<file path="src/rtl/vfrs_pkg.sv">
// Shared types, field widths and codes for the running-sums variance block.
package vfrs_pkg;

  localparam int COUNT_BITS_DEF = 16;
  localparam int FRAC_BITS_DEF  = 16;

  localparam int SUM_SQ_W   = 46;
  localparam int SUM_VAL_W  = 32;
  localparam int COUNT_W    = 16;
  localparam int REQ_W      = 3;
  localparam int RESULT_W   = 64;
  localparam int STATUS_W   = 3;

  // request codes
  localparam logic [REQ_W-1:0] MODE_RAW   = 3'd0;
  localparam logic [REQ_W-1:0] MODE_RMSD  = 3'd1;
  localparam logic [REQ_W-1:0] MODE_NRMSD = 3'd2;
  localparam logic [REQ_W-1:0] MODE_STDEV = 3'd3;
  localparam logic [REQ_W-1:0] MODE_CV    = 3'd4;

  // status codes
  localparam logic [STATUS_W-1:0] ST_OK         = 3'd0;
  localparam logic [STATUS_W-1:0] ST_ZERO_COUNT = 3'd1;
  localparam logic [STATUS_W-1:0] ST_NEG_VAR    = 3'd2;
  localparam logic [STATUS_W-1:0] ST_ZERO_MEAN  = 3'd3;
  localparam logic [STATUS_W-1:0] ST_SAT        = 3'd4;

  typedef struct packed {
    logic        [SUM_SQ_W-1:0]  sum_sq;
    logic signed [SUM_VAL_W-1:0] sum_values;
    logic        [COUNT_W-1:0]   num_samples;
    logic        [REQ_W-1:0]     req_type;
  } in_item_t;

  typedef struct packed {
    logic signed [RESULT_W-1:0] result_value;
    logic        [STATUS_W-1:0] status;
  } out_item_t;

endpackage

</file>
<file path="src/rtl/vfrs_div.sv">
// Pipelined restoring divider, one quotient bit per register stage.
module vfrs_div
  import vfrs_pkg::*;
#(
  parameter int NW   = 8,
  parameter int DENW = 8,
  parameter int SBW  = 1
) (
  input  logic            clk,
  input  logic            rst_n,
  input  logic            en,
  input  logic            in_valid,
  input  logic [NW-1:0]   in_num,
  input  logic [DENW-1:0] in_den,
  input  logic [SBW-1:0]  in_sb,
  output logic            out_valid,
  output logic [NW-1:0]   out_quo,
  output logic            out_rem_zero,
  output logic [SBW-1:0]  out_sb
);

  logic [NW-1:0]   num_r [NW+1];
  logic [DENW-1:0] rem_r [NW+1];
  logic [DENW-1:0] den_r [NW+1];
  logic [SBW-1:0]  sb_r  [NW+1];
  logic [NW:0]     vld_r;

  always_ff @(posedge clk) begin
    if (!rst_n) begin
      vld_r <= '0;
    end else if (en) begin
      vld_r <= {vld_r[NW-1:0], in_valid};
    end
  end

  always_ff @(posedge clk) begin
    if (en) begin
      num_r[0] <= in_num;
      rem_r[0] <= '0;
      den_r[0] <= in_den;
      sb_r[0]  <= in_sb;
    end
  end

  for (genvar k = 1; k <= NW; k++) begin : g_stage
    logic [DENW:0]   trial;
    logic [DENW:0]   diff;
    logic            ge;
    logic [DENW-1:0] rem_nxt;
    logic [NW-1:0]   num_nxt;

    always_comb begin
      trial   = {rem_r[k-1], num_r[k-1][NW-1]};
      diff    = trial - {1'b0, den_r[k-1]};
      ge      = (trial >= {1'b0, den_r[k-1]});
      rem_nxt = ge ? diff[DENW-1:0] : trial[DENW-1:0];
      num_nxt = {num_r[k-1][NW-2:0], ge};
    end

    always_ff @(posedge clk) begin
      if (en) begin
        num_r[k] <= num_nxt;
        rem_r[k] <= rem_nxt;
        den_r[k] <= den_r[k-1];
        sb_r[k]  <= sb_r[k-1];
      end
    end
  end

  assign out_valid    = vld_r[NW];
  assign out_quo      = num_r[NW];
  assign out_rem_zero = (rem_r[NW] == '0);
  assign out_sb       = sb_r[NW];

endmodule

</file>
<file path="config.mk">
export PLATFORM = sky130hd
export DESIGN_NAME = vfrs_div
export DESIGN_NICKNAME = d
export VERILOG_FILES = /design/src/rtl/vfrs_pkg.sv /design/src/rtl/vfrs_div.sv
export SDC_FILE = /design/constraint.sdc
export NUM_CORES = 1
export LEC_CHECK = 0
export BUFFER_PORTS_ARGS = -buffer_cell sky130_fd_sc_hd__buf_4
export CORE_MARGIN = 2
export CORE_UTILIZATION = 67
export CTS_CLUSTER_SIZE = 28
export DETAILED_ROUTE_END_ITERATION = 16
export HOLD_SLACK_MARGIN = 0.15
export PLACE_DENSITY_LB_ADDON = 0.2
export SYNTH_ARGS = -nofsm -noshare
export SYNTH_HDL_FRONTEND = slang
export SYNTH_SLANG_ARGS = --single-unit
</file>
<file path="constraint.sdc">
create_clock -name clk -period 6.4 [get_ports clk]
set_input_delay 0.64 -clock clk [delete_from_list [all_inputs] [get_ports clk]]
set_output_delay 0.64 -clock clk [all_outputs]
set_load 0.02 [all_outputs]
</file>
* After elaboration in Yosys (flattened, before gate mapping) *
Memory sizes are Yosys's and may differ from the RTL's.
Cells that the tools add are included.

word-level totals
  memories = 4
  flip-flop bits (word level) = 9
  RAM bits = 225
  output and inout port bits = 11

operators by class
  add/subtract/negate cells = 8
  multiplexer cells = 10
  reductions and logical operators = 1
  order comparisons = 8

memory list
  memory  words  width  rd ports  clocked after memory_dff  wr ports  line            RTL
  den_r   9      8      8         0                         9         vfrs_div.sv:24  logic [DENW-1:0] den_r [NW+1];
  num_r   9      8      9         0                         9         vfrs_div.sv:22  logic [NW-1:0] num_r [NW+1];
  rem_r   9      8      9         0                         9         vfrs_div.sv:23  logic [DENW-1:0] rem_r [NW+1];
  sb_r    9      1      9         0                         9         vfrs_div.sv:25  logic [SBW-1:0] sb_r [NW+1];

operator list
  operator         number
  $ge 9x8->1       8
  $mux 8           8
  $sub 8x8->8      8
  $logic_not 8->1  1
  $mux 1           2

* Longest topological paths before layout *
  depth after elaboration = 2
  mapped depth = 9
  gate-level depth less buffers = 8

* Worst setup path before layout *
No wires, ideal clock.

  path kind = flip-flop to flip-flop
  start = mem rem_r[1][5] (netlist: rem_r[0][13])
  end = mem rem_r[2][2] (netlist: rem_r[0][18]), data pin
  arrival time = 1.900 ns
  setup time = 0.260 ns
  data required time = 6.140 ns
  stages on the path, launching flop included = 7
  setup slack = 4.240 ns
  cells stage by stage = edfxtp_1 -> ha_1 -> a21o_1 -> a2111oi_2 -> o21a_1 -> buf_6 -> mux2_4

RTL lines
  what         line
  from (decl)  vfrs_div.sv:23

==> flow_summary.yaml <==
status:
  status: "finished, final reports clean"
logic_synthesis:
  ys_seq_area_share_pct: 61.8
  synthesis.nets: 806
  yosys.area.top_type: "edfxtp_1"
  syn-cell-area_um2: 10500
  ys.flop_type: "edfxtp_1"
  synth_edf_count: 209
  yosys-top-cells-area: "edfxtp_1, ha_1, mux2_4, inv_1, mux2i_1"
  async_flop_share_pct: 0
  synthCells: 720
  netlist.area_leader.share_pct: 60.1
  yosys_register_bits: 218
  syn-mean-instance-area_um2: 14.5
  ys_types: 50
  synth_warnings: 0
die:
  io_pins: 32
  die_y_um: 129
  start_util_pct: 68.7
  die-area_um2: 16600
  core_um2: 15200
  die_w_um: 129
  rows: 45
worst_hold_path:
  whs_path_depth: 1
  hold_path_end: "den_r[0][2]"
  worst_hold_startpoint: "in_den[2]"
  min_path_type: "primary input to flip-flop"
setup_path:
  cp-start-kind: "flip-flop"
  crit_arrival_ps: 2840
  reg2reg_to: "rem_r[1][5]"
  cp_max_fo: 9
  endpoint_kind: "flip-flop"
  cp_data_required_time_ps: 6650
  r2r_cells: 6
  critPathKind: "flip-flop to flip-flop"
  reg2reg_from: "den_r[0][30]"
  r2r_slack_ps: 3810
placement:
  dp_cells: 926
  portBuffers: 31
  gp_congestion: 0.909
  placed_cell_area_um2: 10800
  dp.final_hpwl_um: 12000
flow_run:
  drv_cap: 0
clock_network:
  insertion_delay_ps: 510
  cts_tree: "yes"
  clkSinkCount: 218
  ctsHtreeMaxLevel: 1
  cts_max_path_buffers: 3
  ctsRootBufferMaster: "clkbuf_16"
  cts_setup_buffers: 0
  cts_hold_buffers: 0
  cts_made_buffers: 22
  cts-resized-gates: 0
  clkTransAtPathRegs_ps: 60
routing:
  vias: 5780
  drt-wirelength-per-cell_um: 17.8
  drt_iter0_markers: 287
  wl_um: 17100
  ant_nets: 0
  post-route-drc-count: 0
  first_pass_iters: 4
  vias_per_cell: 6.00
grt:
  grt_usage_pct: 21.5
  grt_pass1_vias: 6037
  grt_start_max_net_pins: 78
  grt.overflow.total: 0
  antenna_found_initial: 0
  grt_pass1_wl_um: 28300
cells_and_area:
  post-route-cell-area_um2: 11500
  utilization_pct: 75.6
  layout.nets: 848
  final_layout_size_suffix_gt1_share_pct: 16.6
  syn2layout_area_growth_pct: 9.92
  n_antenna_cell: 0
  stdcell_count: 963
  nFillCells: 910
power:
  p_per_area_nw_per_um2: 370
  total_leakage_power_nw: 4.64
  peakVddDrop_mv: 0.258
  total_power_mw: 4.26
sta:
  final.setup.tns_ps: 0
  finalCritPeriodShare_pct: 40.5
  final_hold_viol_count: 0
  slew_headroom_pct: 36.5
  slew_viol_final: 0
  finalSetupViolations: 0
  worst_pin_slew_ps: 952
  rsz0062_at_grt: "no"
  fmax_ghz: 0.385
  skew_ps: 14.8
  fin_crit_ps: 2590
==> synth_stat cells, types with 12 or more instances <==
cell type	n
edfxtp_1	209
inv_1	84
ha_1	58
mux2_4	30
nor2_1	27
nor3_1	24
mux2i_1	23
a21oi_1	20
xnor2_1	19
a21o_1	16
nor2b_1	16
nand3_1	14
o21ai_0	13
o21a_1	12
==> how the worst max path moves through the flow <==
stage / slack [ps] / startpoint / endpoint / depth (start not counted)
final: 3810 / den_r[0][30] / rem_r[1][5] / 6
after global routing: 3680 / den_r[0][30] / rem_r[1][4] / 6
after CTS: 3810 / den_r[0][30] / rem_r[1][3] / 6
after detailed placement: 3850 / den_r[0][30] / rem_r[1][6] / 6
after global placement: 3970 / rem_r[0][28] / rem_r[1][4] / 6
after floorplan: 4240 / rem_r[0][13] / rem_r[0][18] / 6
==> report_power, final <==
part	internal (mW)	switching (mW)
clock network	0.673	0.490
registers	1.82	0.0912
logic	0.585	0.593
==> kinds of logic (layout without fill, tap and decap cells) <==
family / count (synthesis) / count (layout) / share of synthesized area, %
AOI/OAI and AO/OA: 127 / 127 / 10.0
xor gates and xnor gates: 21 / 21 / 1.76
adders and majority gates: 65 / 65 / 8.28
buffers and inverters: 99 / 154 / 4.02
DFF: 218 / 218 / 61.8
muxes: 63 / 63 / 7.59
and+or+nand+nor: 127 / 127 / 6.52
==> flip-flops by register name, summed over array words and instances (netlist names) <==
signal,count
num_r,72
den_r,64
rem_r,64
sb_r,9
vld_r,9
==> layout by cell type (no fill, tap or decap), types with 14 or more instances in the layout <==
cell type	instances
nor2_1	27
clkbuf_16	22
a21oi_1	20
nor3_1	24
buf_4	32
ha_1	58
mux2i_1	23
edfxtp_1	209
mux2_4	30
nor2b_1	16
xnor2_1	19
a21o_1	16
nand3_1	14
inv_1	84
==> worst max-delay path: stages (launching register included) <==
cell,delay (ps)
edfxtp_1,430
inv_1,110
ha_1,280
a21o_1,270
a2111oi_2,380
o21a_1,510
mux2_4,340
==> metrics by stage <==
step | setup slack [ps] | hold WS, ps
2_1_floorplan | 4240 | 400
3_3_place_gp | 3970 | 400
3_5_place_dp | 3850 | 405
4_1_cts | 3810 | 289
5_1_grt | 3680 | 286
6_report | 3810 | 308
==> layer usage <==
layer	share of wire, %	wire, µm	global-route usage (%)	up-vias
met5	0	0	0	-
met4	2.7	458	7.23	0
met3	3.3	560	3.53	44
met2	57	9690	42.3	126
met1	37	6410	23.3	2818
li1	-	-	-	2792
==> area by class of cell <==
class | count | area (µm²) | area share, %
multi-input combinational | 403 | 3570 | 31.1
timing repair buffer | 33 | 254 | 2.21
tap | 188 | 235 | 2.05
sequential | 218 | 6460 | 56.2
clock inverter | 8 | 76.3 | 0.664
inverter | 84 | 315 | 2.74
clock buffer | 29 | 577 | 5.02
Note: power is estimated with default switching activity, not from simulation.
