`src/rtl/vfrs_pkg.sv`:
```
// Shared types, field widths and codes for the running-sums variance block.
package vfrs_pkg;

  localparam int COUNT_BITS_DEF = 16;
  localparam int FRAC_BITS_DEF  = 16;

  localparam int SUM_SQ_W   = 46;
  localparam int SUM_VAL_W  = 32;
  localparam int COUNT_W    = 16;
  localparam int REQ_W      = 3;
  localparam int RESULT_W   = 64;
  localparam int STATUS_W   = 3;

  // request codes
  localparam logic [REQ_W-1:0] MODE_RAW   = 3'd0;
  localparam logic [REQ_W-1:0] MODE_RMSD  = 3'd1;
  localparam logic [REQ_W-1:0] MODE_NRMSD = 3'd2;
  localparam logic [REQ_W-1:0] MODE_STDEV = 3'd3;
  localparam logic [REQ_W-1:0] MODE_CV    = 3'd4;

  // status codes
  localparam logic [STATUS_W-1:0] ST_OK         = 3'd0;
  localparam logic [STATUS_W-1:0] ST_ZERO_COUNT = 3'd1;
  localparam logic [STATUS_W-1:0] ST_NEG_VAR    = 3'd2;
  localparam logic [STATUS_W-1:0] ST_ZERO_MEAN  = 3'd3;
  localparam logic [STATUS_W-1:0] ST_SAT        = 3'd4;

  typedef struct packed {
    logic        [SUM_SQ_W-1:0]  sum_sq;
    logic signed [SUM_VAL_W-1:0] sum_values;
    logic        [COUNT_W-1:0]   num_samples;
    logic        [REQ_W-1:0]     req_type;
  } in_item_t;

  typedef struct packed {
    logic signed [RESULT_W-1:0] result_value;
    logic        [STATUS_W-1:0] status;
  } out_item_t;

endpackage

```
`src/rtl/vfrs_sqrt.sv`:
```
// Pipelined digit-by-digit floor square root, one root bit per register stage.
module vfrs_sqrt
  import vfrs_pkg::*;
#(
  parameter int XW  = 8,
  parameter int SBW = 1
) (
  input  logic              clk,
  input  logic              rst_n,
  input  logic              en,
  input  logic              in_valid,
  input  logic [XW-1:0]     in_x,
  input  logic [SBW-1:0]    in_sb,
  output logic              out_valid,
  output logic [XW/2-1:0]   out_root,
  output logic              out_exact,
  output logic [SBW-1:0]    out_sb
);

  localparam int RW  = XW / 2;
  localparam int RMW = RW + 1;

  logic [XW-1:0]  x_r    [RW+1];
  logic [RMW-1:0] rem_r  [RW+1];
  logic [RW-1:0]  root_r [RW+1];
  logic [SBW-1:0] sb_r   [RW+1];
  logic [RW:0]    vld_r;

  always_ff @(posedge clk) begin
    if (!rst_n) begin
      vld_r <= '0;
    end else if (en) begin
      vld_r <= {vld_r[RW-1:0], in_valid};
    end
  end

  always_ff @(posedge clk) begin
    if (en) begin
      x_r[0]    <= in_x;
      rem_r[0]  <= '0;
      root_r[0] <= '0;
      sb_r[0]   <= in_sb;
    end
  end

  for (genvar k = 1; k <= RW; k++) begin : g_stage
    logic [RMW+1:0] rem2;
    logic [RMW+1:0] trial;
    logic [RMW+1:0] diff;
    logic           ge;
    logic [RMW-1:0] rem_nxt;
    logic [RW-1:0]  root_nxt;
    logic [XW-1:0]  x_nxt;

    always_comb begin
      rem2     = {rem_r[k-1], x_r[k-1][XW-1 -: 2]};
      trial    = {1'b0, root_r[k-1], 2'b01};
      diff     = rem2 - trial;
      ge       = (rem2 >= trial);
      rem_nxt  = ge ? diff[RMW-1:0] : rem2[RMW-1:0];
      root_nxt = {root_r[k-1][RW-2:0], ge};
      x_nxt    = {x_r[k-1][XW-3:0], 2'b00};
    end

    always_ff @(posedge clk) begin
      if (en) begin
        x_r[k]    <= x_nxt;
        rem_r[k]  <= rem_nxt;
        root_r[k] <= root_nxt;
        sb_r[k]   <= sb_r[k-1];
      end
    end
  end

  assign out_valid = vld_r[RW];
  assign out_root  = root_r[RW];
  assign out_exact = (rem_r[RW] == '0);
  assign out_sb    = sb_r[RW];

endmodule

```
`config.mk`:
```
export PLATFORM = sky130hd
export DESIGN_NAME = vfrs_sqrt
export DESIGN_NICKNAME = d
export VERILOG_FILES = /design/src/rtl/vfrs_pkg.sv /design/src/rtl/vfrs_sqrt.sv
export SDC_FILE = /design/constraint.sdc
export NUM_CORES = 1
export LEC_CHECK = 0
export BUFFER_PORTS_ARGS = -buffer_cell sky130_fd_sc_hd__buf_2
export CAP_MARGIN = 10
export CORE_UTILIZATION = 61
export CTS_BUF_LIST = sky130_fd_sc_hd__clkbuf_4
export CTS_CLUSTER_DIAMETER = 100
export DETAILED_ROUTE_END_ITERATION = 8
export PLACE_DENSITY = 0.81
export SLEW_MARGIN = 20
export SYNTH_ARGS = -nofsm -noshare
export SYNTH_HDL_FRONTEND = slang
export SYNTH_SLANG_ARGS = --single-unit
```
`constraint.sdc`:
```
create_clock -name clk -period 2.15 [get_ports clk]
set_input_delay 0.3225 -clock clk [delete_from_list [all_inputs] [get_ports clk]]
set_output_delay 0.3225 -clock clk [all_outputs]
set_load 0.01 [all_outputs]
```
## Yosys cells after proc, flatten, opt, wreduce, memory -nomap -nowiden

Memories as Yosys holds them, arrays and structs flattened.
Index checks and enable logic that the tools add are counted.

| operators by class | value |
|---|---|
| $add $sub $neg | 4 |
| order comparisons | 4 |
| multiplexer cells | 6 |
| reduce and logical (&&, ||, !) cells | 1 |

Operators with widths:

| operator | number |
|---|---|
| 7-bit by 6-bit >= comparator with 1-bit output | 4 |
| 5-bit two-way mux | 4 |
| 5-bit subtractor | 4 |
| 5-bit zero test | 1 |
| 1-bit two-way mux | 2 |

| word-level totals | value |
|---|---|
| logic and storage cells | 20 |
| memories kept | 4 |
| register bits | 5 |
| bits in writable memories | 90 |

Memories:

| memory | depth | width | read ports | clocked after memory_dff | write ports | RTL line | source |
|---|---|---|---|---|---|---|---|
| x_r | 5 | 8 | 4 | 0 | 5 | vfrs_sqrt.sv:23 | `logic [XW-1:0] x_r [RW+1];` |
| rem_r | 5 | 5 | 5 | 0 | 5 | vfrs_sqrt.sv:24 | `logic [RMW-1:0] rem_r [RW+1];` |
| root_r | 5 | 4 | 5 | 0 | 5 | vfrs_sqrt.sv:25 | `logic [RW-1:0] root_r [RW+1];` |
| sb_r | 5 | 1 | 5 | 0 | 5 | vfrs_sqrt.sv:26 | `logic [SBW-1:0] sb_r [RW+1];` |

## Longest topological paths before layout

An unclocked memory read counts as a cell.

| logic depth | value |
|---|---|
| word-level depth | 3 |
| gate-level depth with buffers | 6 |
| gate-level depth less buffers | 6 |

## Worst setup path after synthesis

Ideal clock, no wire load.

| timing | value |
|---|---|
| path kind | register -> register |
| start point | memory rem_r[0][17] (netlist name) |
| end point | memory rem_r[0][23] (netlist name), data pin |
| setup slack | 0.268 ns |
| path buffers | 0 |
| arrival time | 1.623 ns |
| cell stages (with the launch flop) | 5 |
| setup time | 0.260 ns |
| cell sequence | edfxtp_1 -> ha_1 -> a2111oi_0 -> o21ai_2 -> mux2_2 |

RTL lines:

| what | RTL line |
|---|---|
| start, declared | vfrs_sqrt.sv:24 |

==> flow_summary.ini <==
[floorplanning]
initial_core_util_pct = 65.1
core_area_um2 = 3740
dieArea_um2 = 4250
die_w_um = 65.2
die_h_um = 65.2
io_pins = 20
rows = 22

[logic_synthesis]
ys_types = 40
syn_nets = 184
yosys_register_bits = 58
synthArstFlopShare_pct = 0
syn-instance-count = 159
syn_avg_cell_area_um2 = 15.3
yosysMostFrequentCell = edfxtp_1
synth_ff_type = edfxtp_1
syn_area_um2 = 2440
yosysWarningCount = 0
yosys.area.top_type = edfxtp_1
synth_top_area_share_pct = 65.3
yosysSeqAreaShare_pct = 69.4
synth_edf_count = 53
synth_area_leaders = edfxtp_1 65%, ha_1 6.2%, dfxtp_1 4.1%
ys_top_cells_by_count = 53 x edfxtp_1, 14 x inv_1, 12 x ha_1

[critical_path]
required_ns = 2.29
r2r-start = rem_r[0][11]
r2r_setup_slack_ns = 0.22
cp.arrival_ns = 2.08
reg2reg_to = rem_r[0][17]
start_kind = register
crit_fanout = 4
path_class = reg2reg
ff2ff_path_depth = 5
crit_start = rem_r[0][11]
crit_path_end_kind = register

[power_and_ir_drop]
power_density_nw_per_um2 = 913
p_sw_uw = 571
power_frac_comb_pct = 11.1
swShare_pct = 22.6
p_leak_uw = 0.00110
seq_power_share_pct = 55.0
internal_power_uw = 1960
irDropWorstVdd_uv = 616
p_clk_share_pct = 33.9

[route]
drt_iter0_markers = 52
firstDrtPassIters = 4
vias = 1304
routed_wl_um = 3290
viasPerCell = 5.37
ant_nets = 0
wire_per_inst_um = 13.5
drc = 0

[final_layout]
finalNetCount = 215
area_growth_pct = 13.8
final_cell_count_no_fill = 243
drive_gt1_share_pct = 23.1
insertedDiodeCount = 0
fill_cells = 272

[global_route]
grt_overflow = 0
grtUsageMet1_pct = 20.5
grt_pass1_wl_um = 5460
grt_max_degree = 32
antenna_found_initial = 0
grtUsageMet3_pct = 5.21
busiest_layer = met2
use_met2_pct = 30.7
grt_pass1_vias = 1270
track_usage_pct = 18.4

[clock_network]
cts_max_path_buffers = 2
clock_sinks = 58
cts_tree = yes
htreeDepth = 3
clk-insertion-delay-late_ns = 0.39
cts_root_buf = clkbuf_4
numCtsBuffers = 9
clkTransAtPathRegs_ns = 0.10

[status]
status = completed

[sta]
setup_viol = 0
finalMaxSlewViolations = 0
rsz0062_at_grt = no
fin_crit_sh_pct = 89.9
worst_slack_ns = 0.218
max_freq_ghz = 0.518
finalSetupTns_ns = 0
finalCriticalPeriod_ns = 1.93
finalHoldViolations = 0
fin_skew_ns = 0.0121

[placed_design]
dp_hpwl_um = 2290
port_buffers = 19
dp_slack_ns = 0.168
gp_congestion = 0.807
dp.cells = 227

[min_path]
worstHoldPathCells = 1
holdPathEnd = sb_r[0][0]
hold_start = in_sb
hp-class = in2reg

[run]
maxCapViolCount = 0
-- per-layer routing --
| layer | part of all wire (%) | vias to the layer above |
|---|---|---|
| li1 | - | 652 |
| met1 | 41 | 607 |
| met2 | 52 | 38 |
| met3 | 4.0 | 7 |
| met4 | 2.4 | 0 |
| met5 | 0 | - |
-- cells by family after synthesis --
group | Yosys count | share of synthesized area (%)
multiplexers | 10 | 4.41
XOR/XNOR | 8 | 2.87
AND/OR/NAND/NOR | 31 | 7.50
AO/OA/AOI/OAI | 24 | 7.19
other | 1 | 0.154
flip-flops | 58 | 69.4
adder cells (fa/ha/maj) | 12 | 6.16
buffers and inverters | 15 | 2.31
-- power by group through the flow --
stage               clock [uW]  sequential (uW)  combinational [uW]
floorplan                    0             1410                 201
global placement             0             1410                 264
detailed placement           0             1420                 280
CTS                        879             1390                 281
global route               927             1400                 310
finish                     859             1390                 280
-- how the worst max path moves through the flow --
stage,to,slack [ns],cells after the start
floorplan,rem_r[0][23],0.27,4
global placement,rem_r[0][23],0.21,4
detailed placement,rem_r[0][24],0.17,4
CTS,rem_r[0][24],0.18,4
global route,rem_r[0][24],0.10,5
finish,rem_r[0][17],0.22,5
-- timing repair --
| item | 4_1_cts | 5_1_grt |
|---|---|---|
| setup endpoints to repair | 0 | 1 |
| endpoints found under the hold margin | 0 | 0 |
| gates resized for setup | 0 | 1 |
| setup buffers | 0 | 0 |
| hold buffers | 0 | 0 |
-- cells in the final DEF, fill, tap and decap left out, types with 2 or more instances in the layout --
cell,count
a21oi_1,6
a31oi_1,2
buf_2,19
bufinv_16,2
clkbuf_4,10
clkinv_1,2
dfxtp_1,5
edfxtp_1,53
ha_1,12
inv_1,14
mux2_2,2
mux2i_1,7
nand2_1,2
nand2b_1,2
nand3_1,2
nor2_1,7
nor2b_1,8
o21a_1,2
o21ai_0,3
o21ai_2,2
xnor2_1,5
xor2_1,3
-- sequential cells by signal, summed over array words and instances (netlist names) --
| signal | cells |
|---|---|
| x_r | 20 |
| rem_r | 18 |
| sb_r | 5 |
| vld_r | 5 |
| root_r | 10 |
-- final cells by class --
type                    instances  area (um2)  share of cell area [%]
clock inverters                 6        81.3                    2.93
multi-input cells              86         691                    24.9
well taps                      48        60.1                    2.17
clock buffers                  10        75.1                    2.71
inverters                      14        52.6                    1.89
repair buffers                 21         123                    4.42
flip-flops and latches         58        1690                    61.0
-- worst max-delay path: stages, from the launching register on --
cell and delay [ns]:
edfxtp_1 0.41, ha_1 0.23, or4_4 0.43, a31oi_4 0.22, nand2_4 0.10, mux2_4 0.30
-- through the flow --
step | hold WS, ns | util (%) | total power [uW] | area, um2
final | 0.0973 | 74.1 | 2530 | 2770
after global routing | 0.0735 | 74.1 | 2640 | 2770
after CTS | 0.0728 | 74.1 | 2560 | 2770
after detailed placement | 0.405 | 69.9 | 1700 | 2620
after global placement | 0.401 | 69.9 | 1680 | 2620
after floorplan | 0.400 | - | 1610 | 2440
No activity file was read; power rests on OpenSTA's default activity.
